**config.mk**
```make
export PLATFORM = sky130hd
export DESIGN_NAME = sha256_byte_stream_hasher_core
export DESIGN_NICKNAME = d
export VERILOG_FILES = /design/src/rtl/core/shabsh_pkg.sv /design/src/rtl/core/shabsh_dp.sv /design/src/rtl/core/shabsh_ctrl.sv /design/src/rtl/core/sha256_byte_stream_hasher_core.sv
export VERILOG_INCLUDE_DIRS = /design/src /design/src/rtl/core
export SDC_FILE = /design/constraint.sdc
export NUM_CORES = 2
export LEC_CHECK = 0
export ABC_CLOCK_PERIOD_IN_PS = 24200
export BUFFER_PORTS_ARGS = -buffer_cell sky130_fd_sc_hd__buf_2
export CORE_ASPECT_RATIO = 0.5
export CORE_MARGIN = 2
export CORE_UTILIZATION = 55
export CTS_BUF_LIST = sky130_fd_sc_hd__clkbuf_8
export CTS_CLUSTER_SIZE = 14
export DETAILED_ROUTE_END_ITERATION = 12
export HOLD_SLACK_MARGIN = 0.05
export PLACE_DENSITY_LB_ADDON = 0.2
export SYNTH_ARGS = -nofsm -noshare
export SYNTH_HDL_FRONTEND = slang
export SYNTH_SLANG_ARGS = --single-unit
export TNS_END_PERCENT = 20
```
**constraint.sdc**
```tcl
create_clock -name clock -period 24.2 [get_ports clock]
set_input_delay 3.63 -clock clock [delete_from_list [all_inputs] [get_ports clock]]
set_output_delay 3.63 -clock clock [all_outputs]
set_load 0.02 [all_outputs]
```
**src/rtl/core/sha256_byte_stream_hasher_core_defines.svh**
```systemverilog
// Assertion macros used by the SHA-256 core controller.
`ifndef SHA256_BYTE_STREAM_HASHER_CORE_DEFINES_SVH
`define SHA256_BYTE_STREAM_HASHER_CORE_DEFINES_SVH

`ifndef SYNTHESIS

// The property must hold at every clock edge outside reset.
`define SHABSH_ASSERT(lbl, clk, rst, prop) \
   lbl: assert property (@(posedge clk) disable iff (rst) (prop)) \
      else $error("SHA-256 core check failed");

// The consequent must hold in the cycle after the antecedent.
`define SHABSH_ASSERT_NEXT(lbl, clk, rst, ante, cons) \
   lbl: assert property (@(posedge clk) disable iff (rst) (ante) |=> (cons)) \
      else $error("SHA-256 core sequencing check failed");

`else

`define SHABSH_ASSERT(lbl, clk, rst, prop)
`define SHABSH_ASSERT_NEXT(lbl, clk, rst, ante, cons)

`endif

`endif

```
**src/rtl/core/shabsh_pkg.sv**
```systemverilog
package shabsh_pkg;

   // Input beat: one message byte with its flags.
   typedef struct packed {
      logic [7:0] data_byte;
      logic       byte_present;
      logic       end_of_message;
   } shabsh_req_type;

   // Result beat: one digest word.
   typedef struct packed {
      logic [31:0] digest_word;
      logic [2:0]  word_index;
      logic        last_word;
   } shabsh_rsp_type;

   // Source of the byte written into the block buffer.
   typedef enum logic [1:0] {
      BSEL_DATA,
      BSEL_MARK,
      BSEL_ZERO,
      BSEL_LEN
   } shabsh_bsel_type;

   // Commands from the controller to the datapath.
   typedef struct packed {
      logic            put_byte;
      shabsh_bsel_type bsel;
      logic [2:0]      len_idx;
      logic            count_inc;
      logic            load_vars;
      logic            round;
      logic [5:0]      round_idx;
      logic            fold;
      logic            emit;
      logic [2:0]      word_idx;
      logic            restart;
   } shabsh_cmd_type;

   // Status from the datapath to the controller.
   typedef struct packed {
      logic fill_last;
      logic fill_pre_len;
   } shabsh_sts_type;

   localparam logic [7:0] PAD_MARK = 8'h80;
   localparam logic [5:0] FILL_LAST = 6'd63;
   localparam logic [5:0] FILL_PRE_LEN = 6'd55;

   localparam logic [31:0] HASH_IV [8] = '{
      32'h6a09e667, 32'hbb67ae85, 32'h3c6ef372, 32'ha54ff53a,
      32'h510e527f, 32'h9b05688c, 32'h1f83d9ab, 32'h5be0cd19
   };

   localparam logic [31:0] ROUND_K [64] = '{
      32'h428a2f98, 32'h71374491, 32'hb5c0fbcf, 32'he9b5dba5,
      32'h3956c25b, 32'h59f111f1, 32'h923f82a4, 32'hab1c5ed5,
      32'hd807aa98, 32'h12835b01, 32'h243185be, 32'h550c7dc3,
      32'h72be5d74, 32'h80deb1fe, 32'h9bdc06a7, 32'hc19bf174,
      32'he49b69c1, 32'hefbe4786, 32'h0fc19dc6, 32'h240ca1cc,
      32'h2de92c6f, 32'h4a7484aa, 32'h5cb0a9dc, 32'h76f988da,
      32'h983e5152, 32'ha831c66d, 32'hb00327c8, 32'hbf597fc7,
      32'hc6e00bf3, 32'hd5a79147, 32'h06ca6351, 32'h14292967,
      32'h27b70a85, 32'h2e1b2138, 32'h4d2c6dfc, 32'h53380d13,
      32'h650a7354, 32'h766a0abb, 32'h81c2c92e, 32'h92722c85,
      32'ha2bfe8a1, 32'ha81a664b, 32'hc24b8b70, 32'hc76c51a3,
      32'hd192e819, 32'hd6990624, 32'hf40e3585, 32'h106aa070,
      32'h19a4c116, 32'h1e376c08, 32'h2748774c, 32'h34b0bcb5,
      32'h391c0cb3, 32'h4ed8aa4a, 32'h5b9cca4f, 32'h682e6ff3,
      32'h748f82ee, 32'h78a5636f, 32'h84c87814, 32'h8cc70208,
      32'h90befffa, 32'ha4506ceb, 32'hbef9a3f7, 32'hc67178f2
   };

endpackage

```
**src/rtl/core/shabsh_dp.sv**
```systemverilog
module shabsh_dp import shabsh_pkg::*; (
   input  logic           clock,
   input  logic           reset,
   input  shabsh_req_type req_data,
   input  shabsh_cmd_type cmd,
   output shabsh_sts_type sts,
   output shabsh_rsp_type rsp_data
);

   function automatic logic [31:0] rotr(input logic [31:0] x, input int unsigned n);
      return (x >> n) | (x << (32 - n));
   endfunction

   logic [31:0]    hash_ff [8];
   logic [31:0]    hash_in [8];
   logic [31:0]    win_ff [16];
   logic [31:0]    win_in [16];
   logic [31:0]    var_ff [8];
   logic [31:0]    var_in [8];
   logic [5:0]     fill_ff;
   logic [5:0]     fill_in;
   logic [60:0]    count_ff;
   logic [60:0]    count_in;
   shabsh_rsp_type rsp_ff;
   shabsh_rsp_type rsp_in;

   logic [63:0] bit_len;
   logic [7:0]  wr_byte;
   logic [31:0] sig0;
   logic [31:0] sig1;
   logic [31:0] w_next;
   logic [31:0] big0;
   logic [31:0] big1;
   logic [31:0] choose;
   logic [31:0] major;
   logic [31:0] t1;
   logic [31:0] t2;

   // Padding length field: the byte count in bits, most significant byte first.
   assign bit_len = {count_ff, 3'b000};

   // Byte written into the block buffer.
   always_comb begin
      unique case (cmd.bsel)
         BSEL_DATA: wr_byte = req_data.data_byte;
         BSEL_MARK: wr_byte = PAD_MARK;
         BSEL_ZERO: wr_byte = '0;
         BSEL_LEN:  wr_byte = bit_len[{~cmd.len_idx, 3'b000} +: 8];
         default:   wr_byte = '0;
      endcase
   end

   // Message schedule over a sliding window of sixteen words.
   assign sig0   = rotr(win_ff[1], 7) ^ rotr(win_ff[1], 18) ^ (win_ff[1] >> 3);
   assign sig1   = rotr(win_ff[14], 17) ^ rotr(win_ff[14], 19) ^ (win_ff[14] >> 10);
   assign w_next = win_ff[0] + sig0 + win_ff[9] + sig1;

   // One compression round.
   assign big1   = rotr(var_ff[4], 6) ^ rotr(var_ff[4], 11) ^ rotr(var_ff[4], 25);
   assign choose = (var_ff[4] & var_ff[5]) ^ (~var_ff[4] & var_ff[6]);
   assign t1     = var_ff[7] + big1 + choose + ROUND_K[cmd.round_idx] + win_ff[0];
   assign big0   = rotr(var_ff[0], 2) ^ rotr(var_ff[0], 13) ^ rotr(var_ff[0], 22);
   assign major  = (var_ff[0] & var_ff[1]) ^ (var_ff[0] & var_ff[2]) ^
                   (var_ff[1] & var_ff[2]);
   assign t2     = big0 + major;

   // Next values of all datapath registers.
   always_comb begin
      hash_in  = hash_ff;
      win_in   = win_ff;
      var_in   = var_ff;
      fill_in  = fill_ff;
      count_in = count_ff;
      rsp_in   = rsp_ff;

      if (cmd.put_byte) begin
         win_in[fill_ff[5:2]][{~fill_ff[1:0], 3'b000} +: 8] = wr_byte;
         fill_in = fill_ff + 6'd1;
      end
      if (cmd.count_inc) begin
         count_in = count_ff + 61'd1;
      end
      if (cmd.load_vars) begin
         var_in = hash_ff;
      end
      if (cmd.round) begin
         for (int i = 0; i < 15; i++) begin
            win_in[i] = win_ff[i + 1];
         end
         win_in[15] = w_next;
         var_in[7]  = var_ff[6];
         var_in[6]  = var_ff[5];
         var_in[5]  = var_ff[4];
         var_in[4]  = var_ff[3] + t1;
         var_in[3]  = var_ff[2];
         var_in[2]  = var_ff[1];
         var_in[1]  = var_ff[0];
         var_in[0]  = t1 + t2;
      end
      if (cmd.fold) begin
         for (int i = 0; i < 8; i++) begin
            hash_in[i] = hash_ff[i] + var_ff[i];
         end
      end
      if (cmd.emit) begin
         rsp_in.digest_word = hash_ff[cmd.word_idx];
         rsp_in.word_index  = cmd.word_idx;
         rsp_in.last_word   = &cmd.word_idx;
      end
      if (cmd.restart) begin
         hash_in  = HASH_IV;
         count_in = '0;
         fill_in  = '0;
      end
   end

   // Reset restores the initial hash and clears fill and count; buffers are not reset.
   always_ff @(posedge clock) begin
      if (reset) begin
         hash_ff  <= HASH_IV;
         fill_ff  <= '0;
         count_ff <= '0;
      end else begin
         hash_ff  <= hash_in;
         fill_ff  <= fill_in;
         count_ff <= count_in;
      end
   end

   always_ff @(posedge clock) begin
      win_ff <= win_in;
      var_ff <= var_in;
      rsp_ff <= rsp_in;
   end

   assign sts.fill_last    = (fill_ff == FILL_LAST);
   assign sts.fill_pre_len = (fill_ff == FILL_PRE_LEN);
   assign rsp_data         = rsp_ff;

endmodule

```
**src/rtl/core/shabsh_ctrl.sv**
```systemverilog
`include "sha256_byte_stream_hasher_core_defines.svh"

module shabsh_ctrl import shabsh_pkg::*; (
   input  logic           clock,
   input  logic           reset,
   input  logic           req_valid,
   output logic           req_ready,
   input  shabsh_req_type req_data,
   output logic           rsp_valid,
   input  logic           rsp_ready,
   input  shabsh_sts_type sts,
   output shabsh_cmd_type cmd
);

   typedef enum logic [2:0] {
      ST_IDLE,
      ST_PAD,
      ST_INIT,
      ST_ROUND,
      ST_FOLD,
      ST_EMIT
   } state_type;

   state_type       state_ff;
   state_type       state_in;
   shabsh_bsel_type pad_sel_ff;
   shabsh_bsel_type pad_sel_in;
   logic [2:0]      len_idx_ff;
   logic [2:0]      len_idx_in;
   logic [5:0]      round_ff;
   logic [5:0]      round_in;
   logic [2:0]      word_ff;
   logic [2:0]      word_in;
   logic            pend_ff;
   logic            pend_in;
   logic            done_ff;
   logic            done_in;
   logic            rsp_valid_ff;
   logic            rsp_valid_in;
   logic [3:0]      work_vec;
   logic            rounds_left;
   logic            last_emit;
   logic            msg_closed;

   // Next state and datapath commands.
   always_comb begin
      state_in     = state_ff;
      pad_sel_in   = pad_sel_ff;
      len_idx_in   = len_idx_ff;
      round_in     = round_ff;
      word_in      = word_ff;
      pend_in      = pend_ff;
      done_in      = done_ff;
      rsp_valid_in = rsp_valid_ff && !rsp_ready;
      cmd          = '0;
      cmd.bsel     = BSEL_DATA;

      unique case (state_ff)
         ST_IDLE: begin
            if (req_valid) begin
               cmd.put_byte  = req_data.byte_present;
               cmd.count_inc = req_data.byte_present;
               pad_sel_in    = BSEL_MARK;
               len_idx_in    = '0;
               done_in       = 1'b0;
               pend_in       = req_data.end_of_message;
               if (req_data.byte_present && sts.fill_last) begin
                  state_in = ST_INIT;
               end else if (req_data.end_of_message) begin
                  state_in = ST_PAD;
               end
            end
         end
         ST_PAD: begin
            // Terminator, zero fill and length, one byte a cycle.
            cmd.put_byte = 1'b1;
            cmd.bsel     = pad_sel_ff;
            cmd.len_idx  = len_idx_ff;
            if (pad_sel_ff == BSEL_LEN) begin
               len_idx_in = len_idx_ff + 3'd1;
               if (&len_idx_ff) begin
                  done_in = 1'b1;
               end
            end else begin
               pad_sel_in = sts.fill_pre_len ? BSEL_LEN : BSEL_ZERO;
            end
            if (sts.fill_last) begin
               state_in = ST_INIT;
            end
         end
         ST_INIT: begin
            cmd.load_vars = 1'b1;
            round_in      = '0;
            state_in      = ST_ROUND;
         end
         ST_ROUND: begin
            cmd.round     = 1'b1;
            cmd.round_idx = round_ff;
            round_in      = round_ff + 6'd1;
            if (&round_ff) begin
               state_in = ST_FOLD;
            end
         end
         ST_FOLD: begin
            cmd.fold = 1'b1;
            word_in  = '0;
            if (done_ff) begin
               state_in = ST_EMIT;
            end else if (pend_ff) begin
               state_in = ST_PAD;
            end else begin
               state_in = ST_IDLE;
            end
         end
         ST_EMIT: begin
            // Load the next digest word once the output register is free.
            if (!rsp_valid_ff || rsp_ready) begin
               cmd.emit     = 1'b1;
               cmd.word_idx = word_ff;
               word_in      = word_ff + 3'd1;
               rsp_valid_in = 1'b1;
               if (&word_ff) begin
                  cmd.restart = 1'b1;
                  pend_in     = 1'b0;
                  done_in     = 1'b0;
                  state_in    = ST_IDLE;
               end
            end
         end
         default: begin
            state_in = ST_IDLE;
         end
      endcase
   end

   // State and registered outputs.
   always_ff @(posedge clock) begin
      if (reset) begin
         state_ff     <= ST_IDLE;
         pad_sel_ff   <= BSEL_MARK;
         len_idx_ff   <= '0;
         round_ff     <= '0;
         word_ff      <= '0;
         pend_ff      <= 1'b0;
         done_ff      <= 1'b0;
         rsp_valid_ff <= 1'b0;
      end else begin
         state_ff     <= state_in;
         pad_sel_ff   <= pad_sel_in;
         len_idx_ff   <= len_idx_in;
         round_ff     <= round_in;
         word_ff      <= word_in;
         pend_ff      <= pend_in;
         done_ff      <= done_in;
         rsp_valid_ff <= rsp_valid_in;
      end
   end

   assign req_ready   = (state_ff == ST_IDLE);
   assign rsp_valid   = rsp_valid_ff;
   assign work_vec    = {cmd.put_byte, cmd.load_vars, cmd.round, cmd.fold};
   assign rounds_left = (state_ff == ST_ROUND) && !(&round_ff);
   assign last_emit   = cmd.emit && (&cmd.word_idx);
   assign msg_closed  = (state_ff == ST_IDLE) && !pend_ff && !done_ff;

   // The datapath is given at most one kind of work in a cycle.
   `SHABSH_ASSERT(a_one_work, clock, reset, $onehot0(work_vec))
   // All 64 rounds run back to back before the fold.
   `SHABSH_ASSERT_NEXT(a_rounds_run, clock, reset, rounds_left, state_ff == ST_ROUND)
   // The eighth digest word closes the message.
   `SHABSH_ASSERT_NEXT(a_last_word_idle, clock, reset, last_emit, msg_closed)

endmodule

```
**src/rtl/core/sha256_byte_stream_hasher_core.sv**
```systemverilog
// Channel   Direction  Payload           Handshake
// req_      in         shabsh_req_type   req_valid / req_ready
// rsp_      out        shabsh_rsp_type   rsp_valid / rsp_ready
//
// A message byte is taken while the sequencer is idle; each full 64-byte block
// then holds the input while the single round unit loads, runs 64 rounds and
// folds. An ending beat adds the padding bytes, one or two further blocks and
// eight output beats. Reset is synchronous and restores the initial hash. A
// stalled output holds the sequencer in the digest state only.
module sha256_byte_stream_hasher_core import shabsh_pkg::*; (
   input  logic           clock,
   input  logic           reset,
   input  logic           req_valid,
   output logic           req_ready,
   input  shabsh_req_type req_data,
   output logic           rsp_valid,
   input  logic           rsp_ready,
   output shabsh_rsp_type rsp_data
);

   shabsh_cmd_type cmd;
   shabsh_sts_type sts;

   // Sequencer.
   shabsh_ctrl u_ctrl (
      .clock     (clock),
      .reset     (reset),
      .req_valid (req_valid),
      .req_ready (req_ready),
      .req_data  (req_data),
      .rsp_valid (rsp_valid),
      .rsp_ready (rsp_ready),
      .sts       (sts),
      .cmd       (cmd)
   );

   // Block buffer, round unit and hash state.
   shabsh_dp u_dp (
      .clock    (clock),
      .reset    (reset),
      .req_data (req_data),
      .cmd      (cmd),
      .sts      (sts),
      .rsp_data (rsp_data)
   );

endmodule

```
* Yosys cells after proc, flatten, opt, wreduce, memory -nomap -nowiden
Memories as Yosys holds them, arrays and structs flattened.
Cells that the tools add are included.
** Storage, ports and cells
- Memories :: 1
- Bits in registers :: 1147
- Input bits :: 14
- Logic and storage cells :: 208
- Bits in read-only memories :: 2048
- Output and inout bits :: 38
** Operators by class
- Multiplexer cells :: 53
- Eq/ne operators :: 20
- $lt $le $gt $ge :: 4
- Bitwise logic cells :: 32
- Shift-type cells :: 3
- Reduce and logical (&&, ||, !) cells :: 26
- Add/sub/neg operators :: 24
** Memories
- (name not given) :: words 64, width 32, read ports 1, clocked after memory_dff 0, write ports 0, line shabsh_dp.sv:61 : assign t1 = var_ff[7] + big1 + choose + ROUND_K[cmd.round_idx] + win_ff[0];
** Operator list (count)
- $mux W512 :: 2
- $add A32 B32 Y32 :: 18
- $bwmux W512 :: 1
- $mux W256 :: 2
- $xor A32 B32 Y32 :: 9
- $and A32 B32 Y32 :: 5
- $mux W32 :: 5
- $demux W32 S4 :: 1
- $bmux W32 S3 :: 1
- $shiftx A64 B7 Y8 :: 1
- $add A61 B1 Y61 const B :: 1
- $mux W3 :: 11
- $not A32 Y32 :: 1
- $or A10 B32 Y32 :: 1
- $or A13 B32 Y32 :: 1
- $or A14 B32 Y32 :: 1
- $or A15 B32 Y32 :: 1
- $or A19 B32 Y32 :: 1
- $or A21 B32 Y32 :: 1
- $or A25 B32 Y32 :: 1
- $or A26 B32 Y32 :: 1
- $or A30 B32 Y32 :: 1
- $or A7 B32 Y32 :: 1
- $pmux W8 S4 :: 1
- 47 further kinds :: 93

* Logic depth before layout (Yosys ltp)
- Depth after elaboration :: 10
- Depth in mapped cells :: 48
- Depth with buffers taken out :: 46

* Hierarchy
Synthesis repeated with hierarchy kept, for this count alone.
** Second synthesis, totals
- Cells, all modules :: 7662
- Area total of the unflattened synthesis :: 76544.7 µm²
** By module, submodules not included
- shabsh_dp :: sequential area each 30609.4 µm², cells each 7508, instances 1, area an instance 75278.4 µm²
- shabsh_ctrl :: sequential area each 400.4 µm², cells each 154, instances 1, area an instance 1266.2 µm²

* Worst setup path before layout
No wires, ideal clock.
- Kind :: register -> register
- From :: register u_ctrl.state_ff[2]
- To :: register u_dp.var_ff[255] (netlist name), data pin
- Library setup time :: 266 ps
- Path slack :: 8353 ps
- Period minus slack after synthesis :: 15847 ps
- Path buffers :: 4
- Cell stages (with the launch flop) :: 43
- Data required time :: 23934 ps
- Data arrival time :: 15581 ps
- Cell sequence :: dfxtp_1 -> nand2b_1 -> clkinv_1 -> and2_1 -> clkbuf_1 -> nand2_1 -> clkbuf_1 -> clkbuf_1 -> buf_1 -> ha_1 -> nand2_1 -> nand2_1 -> a21oi_1 -> o31ai_1 -> fa_1 -> fa_1 -> fa_1 -> inv_1 -> [... 7 more ...] -> a21boi_0 -> o41ai_1 -> xnor2_1 -> inv_1 -> fa_1 -> inv_1 -> ha_1 -> and3_1 -> a221oi_1 -> a21bo_2 -> a31o_2 -> o41a_1 -> o21ai_1 -> o2111ai_1 -> a21oi_1 -> xnor2_1 -> xnor2_1 -> o21ai_1
** RTL lines
- start: declaration :: line shabsh_ctrl.sv:24 : state_type state_ff;
- start signal: assignment :: line shabsh_ctrl.sv:148 : state_ff <= state_in;
- end signal: assignment :: line shabsh_dp.sv:132 : var_ff <= var_in;
- end: declaration :: line shabsh_dp.sv:18 : logic [31:0] var_ff [8];

==> results.cfg <==
[finish]
nets = 9044
layout.cells.non_filler = 10430
multiInputGateArea_sq_mm = 0.04173
final_layout_size_suffix_gt1_share_pct = 5.355
regArea_sq_mm = 0.03101
n_fill_cell = 12040
postLayoutCoreUtil_pct = 59.00
syn2layout_area_growth_pct = 6.607

[worst_setup_path]
r2r_start = u_ctrl.state_ff[2]
slowest_stage = o41ai_1
r2r-end = u_dp.var_ff[255]
crit_type = register to register
slowest_delay_ps = 850
worstSetupEndpointType = register
crit_family = compound AO/OA/AOI/OAI gates
cp_num_buf_inv = 8
startpoint_type = register
cp_max_fo = 69
worstPathRequired_ps = 24780
crit_arrival_ps = 12930
r2r_setup_slack_ps = 11850
rr_worst_depth = 44

[global_routing]
globalRouteOverflowTotal = 0
grt.total_usage_pct = 34.88
grt_pass1_vias = 58710
grt_max_degree = 246
grt_pass1_wl_um = 371600
antenna_found_initial = 4

[synthesis]
synth-simple-area-share_pct = 16.25
synth_top_area_share_pct = 31.83
synth_fp_nets = 9197
ys_async_sr_fraction_pct = 0
yosys.area.top_type = edfxtp_1
synth_cell_type_count = 93
yosys-top-cells-area = edfxtp_1 32%, nand2_1 9.2%, dfxtp_1 9.1%
synth_xor_area_share_pct = 7.067
postSynthAreaPerCell_sq_um = 8.832
yosys_warnings = 0
synth_edf_count = 804
synthAdderAreaFrac_pct = 11.79
synth-compound-area-share_pct = 18.77
synth_top_family_by_area = compound AO/OA/AOI/OAI gates
synth_flop_cell = edfxtp_1
synth_seq_cells = 1147
synth_mux_area_share_pct = 1.041
seq_area_frac_synth_pct = 40.88
synth_area_sq_mm = 0.07585
synth_cells = 8588

[worst_hold_path]
hold_depth = 2
min_to = u_ctrl.pend_ff
hold_start = u_ctrl.pend_ff
hold_path_class = register to register

[detailed_routing]
wl_per_cell_um = 24.07
routed_wl_um = 251100
viasPerCell = 6.194
drt_iter0_drc = 8458
dr.pass1.iters = 6
route.detailed.drc = 0
ant_nets = 0
vias = 64620

[sta]
min_period_ps = 12350
timing.final.crit_share_pct = 51.04
finalSetupTns_ps = 0
rsz0062_at_grt = false
finalClockSkew_ps = 83.72
finalSetupViolCount = 0
setup_ws_ps = 11850
hold_viol_final = 0
worst_slew_pin_slew_ps = 1292
clock.fmax_ghz = 0.08096
slew_viol_final = 0
slew_headroom_pct = 12.93

[clock_network]
cts_buffer_depth = 4
cts_max_level = 4
tritoncts = done
holdBufCountCts = 0
cts_inserted_buffers = 177
clk_pin_slew_worst_paths_ps = 70
post_cts_buffers = 0
cts-resized-gates = 0
insertion_delay_ps = 930
cts_num_sinks = 1147
clockRootBuffer = clkbuf_8

[floorplanning]
coreArea_sq_mm = 0.1371
row_count = 96
fp.dieH_um = 266.6
initial_core_util_pct = 55.34
die_x_um = 529.2
io-pin-count = 52
die_area_sq_mm = 0.1411

[job]
max_cap_viol_count = 0

[power_and_ir_drop]
peakVddDrop_uv = 132.0
p_per_area_mw_per_mm2 = 109.4
finalPower_mw = 8.849
p_leak_nw = 31.49

[place]
place_hpwl_um = 179800
placed_cells = 10120
io_buffers = 51
place_congestion = 0.9931
dp_slack_ps = 12000

[outcome]
outcome = finished clean
[synthesized netlist by cell type, types with 13 or more instances]
library cell	n
mux2_2	13
a221oi_1	16
ha_1	400
a22oi_1	13
o21a_1	72
fa_1	195
and2_1	22
o21ai_0	1039
and3_1	39
nand3_1	210
nand2b_1	82
xor2_1	245
o22ai_1	35
nand2_1	1866
xnor2_1	367
a21o_1	187
a211o_1	13
clkbuf_1	434
o211ai_1	122
inv_1	364
a211oi_1	102
nand4_1	33
buf_1	40
edfxtp_1	804
nor3_1	80
dfxtp_1	343
a31oi_1	56
nor2b_1	89
nor2_1	396
nor3b_1	14
a21boi_0	16
o31ai_1	26
o21bai_1	35
or3_1	36
mux2i_1	44
a21oi_1	533
[sequential cells by signal (all words and copies together) (netlist names)]
| name | flops |
|---|---|
| u_ctrl.pend_ff | 1 |
| u_dp.count_ff | 61 |
| u_ctrl.done_ff | 1 |
| u_ctrl.round_ff | 6 |
| u_ctrl.state_ff | 3 |
| u_ctrl.word_ff | 3 |
| u_dp.fill_ff | 6 |
| u_dp.rsp_data | 36 |
| u_ctrl.pad_sel_ff | 2 |
| u_dp.var_ff | 256 |
| u_ctrl.rsp_valid | 1 |
| u_dp.win_ff | 512 |
| u_dp.hash_ff | 256 |
| u_ctrl.len_idx_ff | 3 |
[placed cells by master (no fill, tap or decap), drive strengths merged, types with 44 or more instances in the layout]
| master | Yosys | final |
|---|---|---|
| a31oi | 56 | 56 |
| a21o | 188 | 188 |
| nor2 | 397 | 397 |
| nand2 | 1867 | 1867 |
| o21a | 72 | 72 |
| buf | 44 | 145 |
| ha | 400 | 400 |
| clkinv | 4 | 51 |
| inv | 364 | 425 |
| o211ai | 122 | 122 |
| xor2 | 245 | 245 |
| a21oi | 535 | 535 |
| nor2b | 89 | 89 |
| nand3 | 210 | 210 |
| nor3 | 80 | 80 |
| a211oi | 102 | 102 |
| edfxtp | 804 | 804 |
| xnor2 | 367 | 367 |
| fa | 195 | 195 |
| nand2b | 82 | 82 |
| clkbuf | 434 | 202 |
| o21ai | 1046 | 1046 |
| dfxtp | 343 | 343 |
| mux2i | 44 | 44 |
[where the power goes]
group / leakage, nW / internal, mW / total (mW) / switching, mW
sequential: 10.3 / 2.18 / 2.27 / 0.0873
clock: 1.97 / 0.812 / 1.65 / 0.834
combinational: 19.2 / 1.94 / 4.94 / 3.00
total: 31.5 / 4.93 / 8.85 / 3.92
[how the worst max path moves through the flow]
stage                       startpoint          endpoint  slack [ps]  cells after the start
CTS                 u_ctrl.state_ff[2]  u_dp.var_ff[255]       11990                     42
detailed placement  u_ctrl.state_ff[2]  u_dp.var_ff[255]       12000                     42
global placement    u_ctrl.state_ff[2]  u_dp.var_ff[254]       12270                     44
finish              u_ctrl.state_ff[2]  u_dp.var_ff[255]       11850                     44
floorplan           u_ctrl.state_ff[2]  u_dp.var_ff[255]        8350                     42
global route        u_ctrl.state_ff[2]  u_dp.var_ff[254]       10880                     46
[area by class of cell]
| class | instances | share of cell area [%] |
|---|---|---|
| inverter | 368 | 1.718 |
| timing repair buffer | 146 | 1.272 |
| sequential | 1147 | 38.36 |
| antenna | 1 | 0.003095 |
| tap | 1862 | 2.881 |
| multi-input combinational | 6595 | 51.60 |
| clock inverter | 114 | 0.7459 |
| clock buffer | 201 | 3.421 |
[metrics by stage]
| stage | hold WS (ps) | area [sq um] |
|---|---|---|
| floorplan | 444.3 | 75850 |
| global placement | 460.9 | 77480 |
| detailed placement | 477.7 | 77480 |
| CTS | 487.5 | 80850 |
| global route | 504.7 | 80860 |
| finish | 486.7 | 80860 |
[layer usage]
layer | wire length, um | vias up | track usage [%]
met5 | 13 | - | 0
met4 | 10570 | 2 | 13.22
met3 | 29630 | 528 | 7.714
met2 | 104300 | 3508 | 50.67
met1 | 106700 | 30810 | 50.65
li1 | - | 29780 | -
[worst min-delay path, delay by kind of cell (launching register included)]
family	cells	cell delay (ps)
flops	1	320
simple gates	1	60
compound gates	1	60
[cells by family after synthesis]
kind of cell | count (synthesis)
buffers and inverters | 846
xor gates and xnor gates | 612
muxes | 66
adders and majority gates | 598
AOI/OAI and AO/OA | 2401
and+or+nand+nor | 2918
DFF | 1147
Power figures use the tool's default switching activity.
